$ cat config.mk
export PLATFORM = sky130hd
export DESIGN_NAME = joystick_deadzone_expo_conditioner_flat
export DESIGN_NICKNAME = d
export VERILOG_FILES = /design/src/design/jdec_pkg.sv /design/src/design/jdec_if.sv /design/src/design/joystick_deadzone_expo_conditioner.sv /design/src/design/jdec_div.sv /design/src/flat_wrapper.sv
export VERILOG_INCLUDE_DIRS = /design/src /design/src/design
export SDC_FILE = /design/constraint.sdc
export NUM_CORES = 1
export LEC_CHECK = 0
export BUFFER_PORTS_ARGS = -buffer_cell sky130_fd_sc_hd__buf_2
export CORE_UTILIZATION = 64
export CTS_CLUSTER_SIZE = 12
export DETAILED_ROUTE_END_ITERATION = 16
export PLACE_DENSITY_LB_ADDON = 0.25
export SYNTH_ARGS = -nofsm -noshare
export SYNTH_HDL_FRONTEND = slang
export SYNTH_SLANG_ARGS = --single-unit
$ cat constraint.sdc
create_clock -name clk -period 9.79 [get_ports clk]
set_input_delay 0.979 -clock clk [delete_from_list [all_inputs] [get_ports clk]]
set_output_delay 0.979 -clock clk [all_outputs]
set_load 0.1 [all_outputs]
$ cat src/design/joystick_deadzone_expo_conditioner_defines.svh
// Assertion macros for the joystick dead-zone and expo conditioner
`ifndef JOYSTICK_DEADZONE_EXPO_CONDITIONER_DEFINES_SVH
`define JOYSTICK_DEADZONE_EXPO_CONDITIONER_DEFINES_SVH

`ifndef ASSERT_OFF
`define JDEC_ASSERT(lbl, cond, msg) \
    lbl: assert property (@(posedge clk) disable iff (!rst_n) (cond)) else $error(msg);
`define JDEC_ASSERT_IMP(lbl, ante, cons, msg) \
    lbl: assert property (@(posedge clk) disable iff (!rst_n) (ante) |-> (cons)) \
        else $error(msg);
`define JDEC_ASSERT_NEXT(lbl, ante, cons, msg) \
    lbl: assert property (@(posedge clk) disable iff (!rst_n) (ante) |=> (cons)) \
        else $error(msg);
`else
`define JDEC_ASSERT(lbl, cond, msg)
`define JDEC_ASSERT_IMP(lbl, ante, cons, msg)
`define JDEC_ASSERT_NEXT(lbl, ante, cons, msg)
`endif

`endif

$ cat src/design/jdec_pkg.sv
// Shared constants, register indexes and types of the stick conditioner
package jdec_pkg;

    localparam int FRACTION_BITS = 14;
    localparam int MAX_POWER     = 4;

    localparam int RAW_W   = 8;
    localparam int A_W     = 7;
    localparam int PW_W    = 3;
    localparam int MIX_W   = 9;
    localparam int OUT_W   = 16;
    localparam int CFG_W   = 9;
    localparam int CFG_IDX_W = 3;

    // magnitude holds up to ONE, signed state one bit more
    localparam int MAG_W     = FRACTION_BITS + 1;
    localparam int STATE_W   = FRACTION_BITS + 2;
    localparam int MUL_B_W   = (FRACTION_BITS > MIX_W) ? FRACTION_BITS : MIX_W;
    localparam int PROD_W    = FRACTION_BITS + MUL_B_W;
    localparam int DIV_CNT_W = $clog2(FRACTION_BITS + 1);

    localparam logic [MAG_W-1:0] ONE = MAG_W'(1) << FRACTION_BITS;
    localparam logic [MIX_W-1:0] MIX_FULL = MIX_W'(256);

    localparam logic [CFG_IDX_W-1:0] CFG_DZ_INNER = 3'd0;
    localparam logic [CFG_IDX_W-1:0] CFG_DZ_OUTER = 3'd1;
    localparam logic [CFG_IDX_W-1:0] CFG_POWER    = 3'd2;
    localparam logic [CFG_IDX_W-1:0] CFG_MIX      = 3'd3;
    localparam logic [CFG_IDX_W-1:0] CFG_SMOOTH   = 3'd4;

    typedef struct packed {
        logic           start;
        logic [A_W-1:0] dividend;
        logic [A_W-1:0] divisor;
    } div_req_t;

    typedef struct packed {
        logic                     done;
        logic [FRACTION_BITS-1:0] quotient;
    } div_rsp_t;

endpackage

$ cat src/design/jdec_if.sv
// Handshake channels: raw stick samples in, conditioned axes out
interface jdec_in_if;
    import jdec_pkg::*;
    logic             valid;
    logic             ready;
    logic [RAW_W-1:0] raw_x;
    logic [RAW_W-1:0] raw_y;

    modport source (output valid, output raw_x, output raw_y, input ready);
    modport sink   (input valid, input raw_x, input raw_y, output ready);
endinterface

interface jdec_out_if;
    import jdec_pkg::*;
    logic                    valid;
    logic                    ready;
    logic signed [OUT_W-1:0] cond_x;
    logic signed [OUT_W-1:0] cond_y;

    modport source (output valid, output cond_x, output cond_y, input ready);
    modport sink   (input valid, input cond_x, input cond_y, output ready);
endinterface

$ cat src/design/joystick_deadzone_expo_conditioner.sv
// Top level: two-axis stick dead-zone, expo curve and smoothing sequencer
// Per axis, a sample in a dead zone or at full scale skips the divider; any other runs the
//   serial divider, then, when the curve is on, the power loop and the mix steps.
// Item: both axes in turn, then the output step, which waits until the output is free;
//   no new sample is taken until the sequencer is back in idle.
// The serial divider and the single shared multiplier set how long each sample takes.
// Reset: registers at 15/0/2/128/0, smoothing history of both axes zero, output empty.
`include "joystick_deadzone_expo_conditioner_defines.svh"
module joystick_deadzone_expo_conditioner (
    input  logic                              clk,
    input  logic                              rst_n,
    input  logic                              cfg_we,
    input  logic [jdec_pkg::CFG_IDX_W-1:0]    cfg_index,
    input  logic [jdec_pkg::CFG_W-1:0]        cfg_data,
    jdec_in_if.sink                           stick,
    jdec_out_if.source                        cond
);
    import jdec_pkg::*;

    localparam logic [2:0] S_IDLE  = 3'd0;
    localparam logic [2:0] S_FOLD  = 3'd1;
    localparam logic [2:0] S_DIV   = 3'd2;
    localparam logic [2:0] S_POW   = 3'd3;
    localparam logic [2:0] S_MIXA  = 3'd4;
    localparam logic [2:0] S_MIXB  = 3'd5;
    localparam logic [2:0] S_STORE = 3'd6;
    localparam logic [2:0] S_OUT   = 3'd7;

    // configuration
    logic [A_W-1:0]   dz_inner_reg;
    logic [A_W-1:0]   dz_outer_reg;
    logic [PW_W-1:0]  power_reg;
    logic [MIX_W-1:0] mix_reg;
    logic             smooth_reg;

    // sequencer and datapath
    logic [2:0]               state_reg, state_next;
    logic                     axis_reg, axis_next;
    logic [RAW_W-1:0]         raw_x_reg, raw_y_reg;
    logic                     neg_reg, neg_next;
    logic [FRACTION_BITS-1:0] x_reg, x_next;
    logic [FRACTION_BITS-1:0] p_reg, p_next;
    logic [PW_W-1:0]          k_reg, k_next;
    logic [PROD_W-1:0]        acc_reg, acc_next;
    logic [MAG_W-1:0]         mag_reg, mag_next;
    logic signed [STATE_W-1:0] prev_reg [2];
    logic signed [STATE_W-1:0] res_reg [2];
    logic                     out_valid_reg;
    logic signed [OUT_W-1:0]  out_x_reg, out_y_reg;

    logic [RAW_W-1:0]         raw_sel;
    logic                     fold_neg;
    logic [A_W-1:0]           fold_a;
    logic [A_W-1:0]           range_r;
    logic [MIX_W-1:0]         mix_eff;
    logic [PW_W-1:0]          pw_eff;
    logic                     curve_on;
    logic [FRACTION_BITS-1:0] mul_a;
    logic [MUL_B_W-1:0]       mul_b;
    logic [PROD_W-1:0]        prod;
    logic [PROD_W:0]          mix_sum;
    logic signed [STATE_W-1:0] y_signed;
    logic signed [STATE_W:0]   smooth_sum;
    logic signed [STATE_W-1:0] smooth_val;
    logic                     out_free;

    div_req_t div_req;
    div_rsp_t div_rsp;

    jdec_div u_div (
        .clk   (clk),
        .rst_n (rst_n),
        .req   (div_req),
        .rsp   (div_rsp)
    );

    always_ff @(posedge clk or negedge rst_n)
    begin
        if (!rst_n)
        begin
            dz_inner_reg <= A_W'(15);
            dz_outer_reg <= '0;
            power_reg    <= PW_W'(2);
            mix_reg      <= MIX_W'(128);
            smooth_reg   <= 1'b0;
        end
        else if (cfg_we)
        begin
            case (cfg_index)
                CFG_DZ_INNER: dz_inner_reg <= cfg_data[A_W-1:0];
                CFG_DZ_OUTER: dz_outer_reg <= cfg_data[A_W-1:0];
                CFG_POWER:    power_reg    <= cfg_data[PW_W-1:0];
                CFG_MIX:      mix_reg      <= cfg_data[MIX_W-1:0];
                CFG_SMOOTH:   smooth_reg   <= cfg_data[0];
                default:      ;
            endcase
        end
    end

    assign mix_eff  = (mix_reg > MIX_FULL) ? MIX_FULL : mix_reg;
    assign pw_eff   = (power_reg > PW_W'(MAX_POWER)) ? PW_W'(MAX_POWER) : power_reg;
    assign curve_on = (mix_eff != '0) && (pw_eff > PW_W'(1));

    // fold: 127 - v is ~v[6:0] below center, v - 128 is v[6:0] above
    assign raw_sel  = axis_reg ? raw_y_reg : raw_x_reg;
    assign fold_neg = ~raw_sel[RAW_W-1];
    assign fold_a   = fold_neg ? ~raw_sel[A_W-1:0] : raw_sel[A_W-1:0];
    assign range_r  = ~dz_outer_reg;

    // shared multiplier
    always_comb
    begin
        case (state_reg)
            S_MIXA:
            begin
                mul_a = p_reg;
                mul_b = MUL_B_W'(mix_eff);
            end
            S_MIXB:
            begin
                mul_a = x_reg;
                mul_b = MUL_B_W'(MIX_FULL - mix_eff);
            end
            default:
            begin
                mul_a = p_reg;
                mul_b = MUL_B_W'(x_reg);
            end
        endcase
    end

    assign prod    = PROD_W'(mul_a) * PROD_W'(mul_b);
    assign mix_sum = {1'b0, acc_reg} + {1'b0, prod};

    assign y_signed   = neg_reg ? -$signed({1'b0, mag_reg}) : $signed({1'b0, mag_reg});
    assign smooth_sum = (STATE_W + 1)'(y_signed) + (STATE_W + 1)'(prev_reg[axis_reg]);
    assign smooth_val = smooth_sum[STATE_W:1];

    assign out_free = !out_valid_reg || cond.ready;

    always_comb
    begin
        state_next       = state_reg;
        axis_next        = axis_reg;
        neg_next         = neg_reg;
        x_next           = x_reg;
        p_next           = p_reg;
        k_next           = k_reg;
        acc_next         = acc_reg;
        mag_next         = mag_reg;
        div_req.start    = 1'b0;
        div_req.dividend = fold_a - dz_inner_reg;
        div_req.divisor  = range_r - dz_inner_reg;
        case (state_reg)
            S_IDLE:
            begin
                if (stick.valid)
                begin
                    state_next = S_FOLD;
                    axis_next  = 1'b0;
                end
            end
            S_FOLD:
            begin
                neg_next = fold_neg;
                if (fold_a <= dz_inner_reg)
                begin
                    mag_next   = '0;
                    state_next = S_STORE;
                end
                else if (fold_a >= range_r)
                begin
                    mag_next   = ONE;
                    state_next = S_STORE;
                end
                else
                begin
                    div_req.start = 1'b1;
                    state_next    = S_DIV;
                end
            end
            S_DIV:
            begin
                if (div_rsp.done)
                begin
                    x_next = div_rsp.quotient;
                    p_next = div_rsp.quotient;
                    k_next = PW_W'(1);
                    if (curve_on)
                    begin
                        state_next = S_POW;
                    end
                    else
                    begin
                        mag_next   = MAG_W'(div_rsp.quotient);
                        state_next = S_STORE;
                    end
                end
            end
            S_POW:
            begin
                p_next = prod[FRACTION_BITS +: FRACTION_BITS];
                k_next = k_reg + 1'b1;
                if (k_next == pw_eff)
                begin
                    state_next = S_MIXA;
                end
            end
            S_MIXA:
            begin
                acc_next   = prod;
                state_next = S_MIXB;
            end
            S_MIXB:
            begin
                mag_next   = mix_sum[8 +: MAG_W];
                state_next = S_STORE;
            end
            S_STORE:
            begin
                if (axis_reg)
                begin
                    state_next = S_OUT;
                end
                else
                begin
                    axis_next  = 1'b1;
                    state_next = S_FOLD;
                end
            end
            S_OUT:
            begin
                if (out_free)
                begin
                    state_next = S_IDLE;
                end
            end
            default:
            begin
                state_next = S_IDLE;
            end
        endcase
    end

    always_ff @(posedge clk or negedge rst_n)
    begin
        if (!rst_n)
        begin
            state_reg     <= S_IDLE;
            axis_reg      <= 1'b0;
            out_valid_reg <= 1'b0;
            prev_reg[0]   <= '0;
            prev_reg[1]   <= '0;
        end
        else
        begin
            state_reg <= state_next;
            axis_reg  <= axis_next;
            if (state_reg == S_STORE && smooth_reg)
            begin
                prev_reg[axis_reg] <= smooth_val;
            end
            if (state_reg == S_OUT && out_free)
            begin
                out_valid_reg <= 1'b1;
            end
            else if (cond.ready)
            begin
                out_valid_reg <= 1'b0;
            end
        end
    end

    always_ff @(posedge clk)
    begin
        neg_reg <= neg_next;
        x_reg   <= x_next;
        p_reg   <= p_next;
        k_reg   <= k_next;
        acc_reg <= acc_next;
        mag_reg <= mag_next;
        if (stick.valid && stick.ready)
        begin
            raw_x_reg <= stick.raw_x;
            raw_y_reg <= stick.raw_y;
        end
        if (state_reg == S_STORE)
        begin
            res_reg[axis_reg] <= smooth_reg ? smooth_val : y_signed;
        end
        if (state_reg == S_OUT && out_free)
        begin
            out_x_reg <= OUT_W'(res_reg[0]);
            out_y_reg <= OUT_W'(res_reg[1]);
        end
    end

    assign stick.ready = (state_reg == S_IDLE);
    assign cond.valid  = out_valid_reg;
    assign cond.cond_x = out_x_reg;
    assign cond.cond_y = out_y_reg;

    `JDEC_ASSERT_NEXT(a_accept_folds, stick.valid && stick.ready, state_reg == S_FOLD, "accepted sample did not start the x axis")
    `JDEC_ASSERT_IMP(a_div_start_fold, div_req.start, state_reg == S_FOLD, "divider started outside fold step")
    `JDEC_ASSERT_IMP(a_pow_count, state_reg == S_POW, k_reg < pw_eff && curve_on, "power loop overran exponent")
    `JDEC_ASSERT_IMP(a_mag_range, state_reg == S_STORE, mag_reg <= ONE, "axis magnitude above full scale")
    `JDEC_ASSERT_IMP(a_done_waiting, div_rsp.done, state_reg == S_DIV, "divider result with no one waiting")

endmodule

$ cat src/design/jdec_div.sv
// Restoring divider: (dividend << FRACTION_BITS) / divisor, one quotient bit a cycle
module jdec_div (
    input  logic               clk,
    input  logic               rst_n,
    input  jdec_pkg::div_req_t req,
    output jdec_pkg::div_rsp_t rsp
);
    import jdec_pkg::*;

    logic [A_W-1:0]           rem_reg, rem_next;
    logic [A_W-1:0]           dvs_reg;
    logic [FRACTION_BITS-1:0] q_reg;
    logic [DIV_CNT_W-1:0]     cnt_reg;
    logic                     busy_reg;
    logic                     done_reg;
    logic [A_W:0]             rem_sh;
    logic                     q_bit;

    // dividend is below divisor, so the remainder always fits A_W bits
    always_comb
    begin
        rem_sh = {rem_reg, 1'b0};
        q_bit  = rem_sh >= {1'b0, dvs_reg};
        if (q_bit)
        begin
            rem_next = A_W'(rem_sh - {1'b0, dvs_reg});
        end
        else
        begin
            rem_next = rem_sh[A_W-1:0];
        end
    end

    always_ff @(posedge clk or negedge rst_n)
    begin
        if (!rst_n)
        begin
            busy_reg <= 1'b0;
            done_reg <= 1'b0;
            cnt_reg  <= '0;
        end
        else
        begin
            done_reg <= 1'b0;
            if (req.start)
            begin
                busy_reg <= 1'b1;
                cnt_reg  <= '0;
            end
            else if (busy_reg)
            begin
                cnt_reg <= cnt_reg + 1'b1;
                if (cnt_reg == DIV_CNT_W'(FRACTION_BITS - 1))
                begin
                    busy_reg <= 1'b0;
                    done_reg <= 1'b1;
                end
            end
        end
    end

    always_ff @(posedge clk)
    begin
        if (req.start)
        begin
            rem_reg <= req.dividend;
            dvs_reg <= req.divisor;
            q_reg   <= '0;
        end
        else if (busy_reg)
        begin
            rem_reg <= rem_next;
            q_reg   <= {q_reg[FRACTION_BITS-2:0], q_bit};
        end
    end

    assign rsp.done     = done_reg;
    assign rsp.quotient = q_reg;

endmodule
$ cat src/flat_wrapper.sv
// flat-port wrapper written by rule: the top's interface ports become plain ports
module joystick_deadzone_expo_conditioner_flat import jdec_pkg::*;
  (clk, rst_n, cfg_we, cfg_index, cfg_data, stick_valid, stick_raw_x, stick_raw_y, stick_ready, cond_valid, cond_cond_x, cond_cond_y, cond_ready);
  jdec_in_if stick_i ();
  jdec_out_if cond_i ();
  input  logic clk;
  input  logic rst_n;
  input  logic cfg_we;
  input  logic [jdec_pkg::CFG_IDX_W-1:0] cfg_index;
  input  logic [jdec_pkg::CFG_W-1:0] cfg_data;
  input wire logic [$bits(stick_i.valid)-1:0] stick_valid;
  input wire logic [$bits(stick_i.raw_x)-1:0] stick_raw_x;
  input wire logic [$bits(stick_i.raw_y)-1:0] stick_raw_y;
  output wire logic [$bits(stick_i.ready)-1:0] stick_ready;
  output wire logic [$bits(cond_i.valid)-1:0] cond_valid;
  output wire logic [$bits(cond_i.cond_x)-1:0] cond_cond_x;
  output wire logic [$bits(cond_i.cond_y)-1:0] cond_cond_y;
  input wire logic [$bits(cond_i.ready)-1:0] cond_ready;
  assign stick_i.valid = stick_valid;
  assign stick_i.raw_x = stick_raw_x;
  assign stick_i.raw_y = stick_raw_y;
  assign stick_ready = stick_i.ready;
  assign cond_valid = cond_i.valid;
  assign cond_cond_x = cond_i.cond_x;
  assign cond_cond_y = cond_i.cond_y;
  assign cond_i.ready = cond_ready;
  joystick_deadzone_expo_conditioner u_core (.clk(clk), .rst_n(rst_n), .cfg_we(cfg_we), .cfg_index(cfg_index), .cfg_data(cfg_data), .stick(stick_i), .cond(cond_i));
endmodule
==> results of run 1 <==
-- cells by family (layout without fill, tap and decap cells) --
| kind of cell | count (synthesis) | after routing |
|---|---|---|
| AOI/OAI and AO/OA | 265 | 265 |
| xor gates and xnor gates | 95 | 95 |
| adders and majority gates | 308 | 308 |
| buffers and inverters | 268 | 359 |
| DFF | 248 | 248 |
| muxes | 116 | 116 |
| and+or+nand+nor | 516 | 516 |
-- what timing repair did --
item,4_1_cts,5_1_grt
resized for setup,0,1
endpoints found under the hold margin,0,0
endpoints found under the setup margin,0,1
-- synthesized netlist by cell type (4+ instances only) --
master    count
inv_1       215
nand2_1     199
edfxtp_1    164
ha_1        163
nor2_1      156
fa_1        145
o21ai_0      85
a21oi_1      70
xnor2_1      67
mux2_2       65
dfrtp_1      64
nand3_1      57
mux2i_1      49
clkbuf_1     39
a21o_1       33
xor2_1       28
nand2b_1     21
nor3_1       18
dfxtp_1      14
nor2b_1      14
o31ai_1      12
buf_1        11
a31oi_1       9
and2_1        9
o21bai_1      9
and3_1        8
nand4_1       7
nor4_1        7
o21a_1        7
or3_1         7
dfstp_2       6
a21boi_0      5
or2_2         5
a211oi_1      4
-- worst register-to-register path, delay by kind of cell, from the launching register on --
| family | cells | cell delay, ps |
|---|---|---|
| xor gates and xnor gates | 2 | 430 |
| buffers and inverters | 3 | 450 |
| AOI/OAI and AO/OA | 14 | 2700 |
| and+or+nand+nor | 7 | 740 |
| adders and majority gates | 10 | 4150 |
| DFF | 1 | 560 |
-- layer usage --
layer  wire length (um)  vias to the layer above  share of wire, %
met5                  0                        -                 0
met1              18700                     6724                42
li1                   -                     6285                 -
met4               1190                        0               2.6
met2              21500                      584                48
met3               3600                       84               8.0
-- cell usage in the layout (no fill, tap or decap), drive strengths merged, types with 12 or more instances in the layout --
cell      n
mux2     66
xor2     28
nor2b    14
nand2   199
nand3    57
a21oi    70
inv     216
nand2b   21
nor3     18
o31ai    12
mux2i    50
clkbuf   42
edfxtp  164
o21ai    88
dfrtp    64
ha      163
a21o     33
xnor2    67
nor2    156
dfxtp    14
fa      145
buf     100
-- through the flow --
stage | setup WS [ps] | hold slack [ps] | util [%] | area, um^2 | instances
global route | 9.02 | 421 | 71.0 | 20500 | 2291
CTS | 607 | 419 | 71.0 | 20500 | 2291
floorplan | 1250 | 400 | - | 18900 | 1816
detailed placement | 618 | 405 | 68.5 | 19800 | 2247
finish | 500 | 420 | 71.0 | 20500 | 2291
global placement | 875 | 400 | 68.5 | 19800 | 2247
-- layout make-up --
type                    count  area share [%]
clock buffers              42            3.41
clock inverters             2          0.0549
inverters                 215            3.94
multi-input cells        1300            53.4
flip-flops and latches    248            34.0
well taps                 384            2.34
repair buffers            100            2.86
-- worst paths after layout --
| path | endpoint | slack [ps] | depth (start not counted) |
|---|---|---|---|
| setup / recovery | u_core.mag_reg[14] | 500 | 36 |
| hold / removal | cond_cond_y[13] | 420 | 0 |
| setup reg to reg | u_core.mag_reg[14] | 500 | 36 |
| hold reg to reg | cond_cond_y[13] | 420 | 0 |
| max in group asynchronous | u_core.prev_reg[9] | 8480 | 2 |
| min in group asynchronous | u_core.dz_outer_reg[0] | 680 | 2 |
==> flow_summary.json, run 1 <==
{
  "cpPeakStageDelay_ps": 560,
  "cts_max_path_buffers": 3,
  "grt-busiest-layer": "met2",
  "fillers": 2182,
  "max_cap_viol_count": 0,
  "place_hpwl_um": 34100,
  "cp_data_required_time_ps": 10040,
  "drtIter0Drc": 1218,
  "syn_nets": 2157,
  "rsz0062_at_grt": "false",
  "die_w_um": 174,
  "synth-edff-count": 164,
  "post_cts_buffers": 0,
  "grt_pass1_vias": 14000,
  "startpoint": "u_core.mix_reg[8]",
  "cp_max_fo": 12,
  "hold_viol": 0,
  "wl_um": 45000,
  "synth_top_family_by_area": "adder cells",
  "ant_nets": 0,
  "synthXorXnorAreaFrac_pct": 4.40,
  "synth.distinct_cells": 61,
  "synth_fa_ha_area_share_pct": 26.2,
  "use_met1_pct": 42.0,
  "synth_compound_area_share_pct": 8.62,
  "antenna_found_initial": 0,
  "critPathBufInv": 3,
  "use_met3_pct": 4.85,
  "layout-drive-gt1-share_pct": 11.4,
  "holdCritPathClass": "reg2reg",
  "outcome": "completed",
  "tns_ps": 0,
  "grt_remaining_overflow": 0,
  "ys_top_cells_by_area": "edfxtp_1 26%, fa_1 15%, ha_1 11%",
  "worst_setup_path_end_kind": "register",
  "worstMarginPinSlew_ps": 1210,
  "ios": 67,
  "vias_per_cell": 5.97,
  "ys_warn_count": 0,
  "dieArea_um2": 30200,
  "ys_ff_latch": 248,
  "num_vias": 13700,
  "routedWlPerCell_um": 19.7,
  "clkSlewWorstSetupHoldPaths_ps": 60,
  "period_minus_slack_ps": 9290,
  "fin_crit_sh_pct": 94.9,
  "start_util_pct": 65.5,
  "synth.largest_area_cell": "edfxtp_1",
  "cp-start-kind": "register",
  "drc": 0,
  "firstDrtPassIters": 6,
  "r2r_start": "u_core.mix_reg[8]",
  "nets": 2231,
  "synth-async-reset-ratio_pct": 28.2,
  "cts_tree": "done",
  "diodes": 0,
  "cts_buffers": 25,
  "maxSlewViolCount": 0,
  "fin_worst_skew_ps": 16.1,
  "setup_viol_count_final": 0,
  "core_um2": 28900,
  "grt_usage_pct": 30.8,
  "die_h_um": 174,
  "grtUsageMet2_pct": 51.3,
  "arrival_ps": 9540,
  "area_growth_pct": 8.45,
  "critPathSlowestCell": "dfrtp_1",
  "synth.area.mux_share_pct": 6.65,
  "synth_ff_type": "edfxtp_1",
  "fmax_mhz": 108,
  "crit_top_cell": "fa_1",
  "ctsHoldBuffers": 0,
  "portBuffers": 66,
  "synthDominantCellAreaShare_pct": 26.1,
  "h-tree-depth": 1,
  "gp_congestion": 0.965,
  "netlist_instances": 1816,
  "grt_pass1_wl_um": 73000,
  "slew_headroom_pct": 19.3,
  "worstHoldStart": "u_core.res_reg[1][13]",
  "yosysSeqAreaShare_pct": 36.9,
  "synth_area_per_cell_um2": 10.4,
  "num_rows": 62,
  "crit_type": "reg2reg",
  "syn_area_um2": 18900,
  "clock_latency_ps": 520,
  "cts_sinks": 248,
  "regArea_um2": 6960,
  "cp_top_family": "adder cells",
  "synth-simple-area-share_pct": 12.0,
  "multiInputGateArea_um2": 10900,
  "grt_max_degree": 71,
  "cts_root_buf": "clkbuf_16"
}
Power of run 1 is left out: the tool's default activity adds up to more than one toggle a clock period on the data nets, which glitch-free logic cannot reach.
==> inputs of run 2 (changes only) <==
- CORE_UTILIZATION: 64 -> 65
- SLEW_MARGIN: unset -> 20
- clock period: 9.79 -> 10.7 ns (I/O delays scaled with it)
==> flow_summary.json, run 2 (same netlist as run 1, synthesis figures left out) <==
{
  "dpl_cell_area_um2": 19700,
  "h-tree-depth": 1,
  "drtIter0Drc": 1294,
  "wl_um": 43600,
  "die_w_um": 173,
  "nets": 2225,
  "gp_congestion": 0.950,
  "worstMarginPinSlew_ps": 1100,
  "fin_crit_sh_pct": 92.7,
  "hold_ws_ps": 417,
  "area_growth_pct": 8.36,
  "setup_viol_count_final": 0,
  "num_vias": 13500,
  "layout_commonest_cell": "inv_1",
  "cts_resized": 0,
  "ant_nets": 0,
  "layout_common_cells": "215 x inv_1, 199 x nand2_1, 164 x edfxtp_1",
  "fin_ws_ps": 779,
  "cp-start-kind": "register",
  "place_hpwl_um": 33600,
  "cpPeakStageDelay_ps": 620,
  "clock_latency_ps": 520,
  "critPathSlowestCell": "o21ai_1",
  "worst_setup_path_end_kind": "register",
  "grt_max_degree": 71,
  "outcome": "completed",
  "max_cap_viol_count": 0,
  "diodes": 0,
  "ios": 67,
  "arrival_ps": 10180,
  "ctsHoldBuffers": 0,
  "fin_worst_skew_ps": 13.0,
  "grt_remaining_overflow": 0,
  "slew_headroom_pct": 26.2,
  "start_util_pct": 66.0,
  "crit_top_cell": "fa_1",
  "cp_max_fo": 12,
  "layout-drive-gt1-share_pct": 11.3,
  "fmax_mhz": 101,
  "firstDrtPassIters": 6,
  "multiInputGateArea_um2": 11000,
  "hold_viol": 0,
  "stdcell_area_um2": 20500,
  "portBuffers": 66,
  "cts_max_path_buffers": 3,
  "tns_ps": 0,
  "clkSlewWorstSetupHoldPaths_ps": 60,
  "period_minus_slack_ps": 9920,
  "dieArea_um2": 29800,
  "rsz0062_at_grt": "false",
  "post_cts_buffers": 0,
  "vias_per_cell": 5.92,
  "grt_pass1_vias": 13800,
  "cts_sinks": 248,
  "holdCritPathClass": "reg2reg",
  "crit_type": "reg2reg",
  "antenna_found_initial": 0,
  "cts_tree": "done",
  "drc": 0,
  "core_um2": 28600,
  "cts_root_buf": "clkbuf_16",
  "regArea_um2": 6960,
  "routedWlPerCell_um": 19.1,
  "cp_data_required_time_ps": 10960,
  "grt_pass1_wl_um": 71400,
  "maxSlewViolCount": 0,
  "fillers": 2040,
  "die_h_um": 173,
  "grt_usage_pct": 30.3,
  "dp_slack_ps": 1110,
  "num_rows": 62,
  "cts_buffers": 25
}
-- run 2: cell types whose count changed in the layout (fill, tap and decap cells not counted), sizes merged --
cell	change
buf	-6
inv	-1
clkinv	+1
clkbuf	+1
-- run 2: layout make-up --
| type | instances | area share [%] |
|---|---|---|
| Clock buffer | 43 | 3.53 |
| Clock inverter | 2 | 0.0489 |
| Inverter | 215 | 3.94 |
| Multi-Input combinational cell | 1300 | 53.5 |
| Sequential cell | 248 | 34.0 |
| Tap cell | 384 | 2.35 |
| Timing Repair Buffer | 94 | 2.64 |
-- run 2: stage by stage --
stage	utilization, %	std cells
final	71.5	2286
after global routing	71.5	2286
after CTS	71.5	2286
after detailed placement	69.0	2241
after global placement	69.0	2241
after floorplan	-	1816
-- run 2: path summary, 6_finish.rpt --
| check | from | to | slack, ps | depth (start not counted) |
|---|---|---|---|---|
| max | u_core.mix_reg[8] | u_core.mag_reg[14] | 780 | 37 |
| min | u_core.res_reg[0][5] | cond_cond_x[5] | 420 | 0 |
| max reg2reg | u_core.mix_reg[8] | u_core.mag_reg[14] | 780 | 37 |
| min reg2reg | u_core.res_reg[0][5] | cond_cond_x[5] | 420 | 0 |
| max in group asynchronous | rst_n | u_core.prev_reg[31] | 9300 | 2 |
| min in group asynchronous | rst_n | u_core.u_div.cnt_reg[0] | 770 | 2 |
-- run 2: critical path, delay by kind of cell, from the launching register on --
family          cells  cell delay (ps)
compound gates     14             3180
flops               1              550
buf+inv             4              330
xor+xnor            2              520
simple gates        7              830
fa+ha+maj          10             4250
-- run 2: layer usage --
layer	wire length, um	global-route usage (%)	part of all wire, %
met1	18400	43.0	42
met2	21000	49.6	48
met5	0	0	0
met4	968	7.63	2.2
met3	3260	3.67	7.5
Power of run 2 is left out for the same reason.
==> inputs of run 3 (changes only) <==
- SYNTH_HIERARCHICAL: unset -> 1
==> flow_summary.json, run 3 <==
{
  "outcome": "completed",
  "cp_max_fo": 11,
  "core_um2": 28800,
  "dpl_cell_area_um2": 19900,
  "ios": 67,
  "wl_um": 43100,
  "area_growth_pct": 7.87,
  "syn_area_um2": 19100,
  "num_rows": 62,
  "slew_headroom_pct": 18.3,
  "clkSlewWorstSetupHoldPaths_ps": 60,
  "reg2reg_depth": 34,
  "ctsHoldBuffers": 0,
  "fmax_mhz": 108,
  "internal_power_mw": 1.59,
  "wl_met2_um": 21700,
  "worstMarginPinSlew_ps": 1190,
  "crit_type": "reg2reg",
  "netlist_instances": 1831,
  "hold_ws_ps": 418,
  "diodes": 0,
  "cp_data_required_time_ps": 10950,
  "synthDominantCellAreaShare_pct": 25.8,
  "gp_congestion": 0.928,
  "ys_ff_latch": 248,
  "dieArea_um2": 30100,
  "crit_end": "u_core/mag_reg[14]",
  "stdcell_area_um2": 20600,
  "grt_remaining_overflow": 0,
  "firstDrtPassIters": 5,
  "grt_usage_pct": 29.6,
  "layout_common_cells": "217 x inv_1, 179 x nand2_1, 172 x nor2_1",
  "ys_top_cells_by_area": "edfxtp_1 26%, fa_1 15%, ha_1 11%",
  "clock_power_share_pct": 39.0,
  "r2r_start": "u_core/mix_reg[8]",
  "p_leak_nw": 9.58,
  "yosysSeqAreaShare_pct": 36.4,
  "startpoint": "u_core/mix_reg[8]",
  "wl_met1_um": 17700,
  "period_minus_slack_ps": 9300,
  "h-tree-depth": 1,
  "portBuffers": 66,
  "syn_nets": 2172,
  "grt_max_degree": 71,
  "comb_power_share_pct": 8.6,
  "cts_max_path_buffers": 3,
  "final_cells": 2291,
  "vias_per_cell": 5.92,
  "die_w_um": 173,
  "switching_share_pct": 22.6,
  "holdCritPathClass": "reg2reg",
  "ant_nets": 0,
  "switchingPower_mw": 0.465,
  "dr_wl_met3_um": 2250,
  "fillers": 2112,
  "synth_ff_type": "edfxtp_1",
  "drc": 0,
  "ir_drop_mv": 0.0982,
  "synth-edff-count": 164,
  "cts_tree": "done",
  "fin_crit_sh_pct": 86.9,
  "tns_ps": 0,
  "arrival_ps": 9550,
  "place_hpwl_um": 33300,
  "antenna_found_initial": 0,
  "layout_commonest_cell": "inv_1",
  "hold_viol": 0,
  "synth.largest_area_cell": "edfxtp_1",
  "fin_worst_skew_ps": 18.5,
  "ys_warn_count": 6,
  "crit_top_cell": "fa_1",
  "grt_pass1_vias": 13800,
  "nets": 2229,
  "p_seq_share_pct": 52.4,
  "cp-start-kind": "register",
  "num_vias": 13600,
  "cpPeakStageDelay_ps": 620,
  "die_h_um": 173,
  "start_util_pct": 66.4,
  "cellPowerDensity_nw_per_um2": 99.9,
  "critPathSlowestCell": "o21ai_0",
  "total_power_mw": 2.06,
  "drtIter0Drc": 964,
  "worst_setup_path_end_kind": "register",
  "setup_viol_count_final": 0,
  "r2r_end": "u_core/mag_reg[14]",
  "highest_layer": "met4",
  "post_cts_buffers": 0,
  "cts_sinks": 248,
  "synth-async-reset-ratio_pct": 28.2,
  "ff2ff_setup_slack_ps": 1400,
  "layout-drive-gt1-share_pct": 11.4,
  "max_cap_viol_count": 0,
  "clock_latency_ps": 520,
  "synth.distinct_cells": 79,
  "rsz0062_at_grt": "false",
  "cts_resized": 0,
  "routedWlPerCell_um": 18.8,
  "dp.cells": 2245,
  "synth_area_per_cell_um2": 10.4,
  "maxSlewViolCount": 0,
  "cts_buffers": 25,
  "cts_root_buf": "clkbuf_16",
  "synthTopCellsByCount": "217 x inv_1, 179 x nand2_1, 174 x nor2_1",
  "grt_pass1_wl_um": 70700,
  "synth.most_common_cell": "inv_1"
}
[run 3: cells by family (layout without fill, tap and decap cells)]
group,Yosys count,after routing,share of synthesized area (%)
xor gates and xnor gates,92,92,4.29
and+or+nand+nor,518,518,12.1
buffers and inverters,274,350,5.55
AOI/OAI and AO/OA,286,286,9.80
adders and majority gates,308,308,25.9
DFF,248,248,36.4
muxes,105,105,5.94
[run 3: cell type report]
| class | instances | area [um^2] | share of cell area (%) |
|---|---|---|---|
| flip-flops and latches | 248 | 6960 | 33.8 |
| multi-input cells | 1309 | 11100 | 53.9 |
| inverters | 218 | 818 | 3.97 |
| clock buffers | 43 | 734 | 3.56 |
| well taps | 384 | 480 | 2.33 |
| repair buffers | 86 | 480 | 2.33 |
| clock inverters | 3 | 17.5 | 0.0850 |
[run 3: critical path, delay by kind of cell, from the launching register on]
kind                       cells  cell delay [ps]
DFF                            1              540
and+or+nand+nor                8             1010
AOI/OAI and AO/OA             10             2410
xor gates and xnor gates       2              440
buffers and inverters          4              330
adders and majority gates     10             4280
[run 3: worst min path at each step]
stage / from / endpoint / slack (ps) / cells after the start
6_report: u_core/res_reg[1][4] / u_core/cond.cond_y[4] / 420 / 0
5_1_grt: u_core/res_reg[1][15] / u_core/cond.cond_y[15] / 420 / 0
4_1_cts: u_core/res_reg[1][5] / u_core/cond.cond_y[5] / 420 / 0
3_5_place_dp: u_core/res_reg[1][5] / u_core/cond.cond_y[5] / 410 / 0
3_3_place_gp: u_core/res_reg[0][11] / u_core/cond.cond_x[11] / 400 / 0
2_1_floorplan: u_core/res_reg[0][0] / u_core/cond.cond_x[0] / 400 / 0
[run 3: metrics by stage]
stage | util (%) | setup WS [ps]
after global routing | 71.6 | 637
after CTS | 71.6 | 1470
after detailed placement | 69.0 | 1520
final | 71.6 | 1400
after floorplan | - | 2250
after global placement | 69.0 | 1730
[run 3: power groups by stage]
stage,clock (mW),sequential [mW],combinational (mW)
final,0.803,1.08,0.176
after floorplan,0,1.08,0.134
after global routing,0.854,1.08,0.198
after global placement,0,1.10,0.166
after detailed placement,0,1.10,0.174
after CTS,0.817,1.08,0.176
[run 3: metal layers]
layer  up-vias  track usage (%)
met2       453             52.2
li1       6353                -
met4         0             10.5
met1      6684             38.2
met5         -                0
met3        80             2.76
Power figures use the tool's default switching activity.
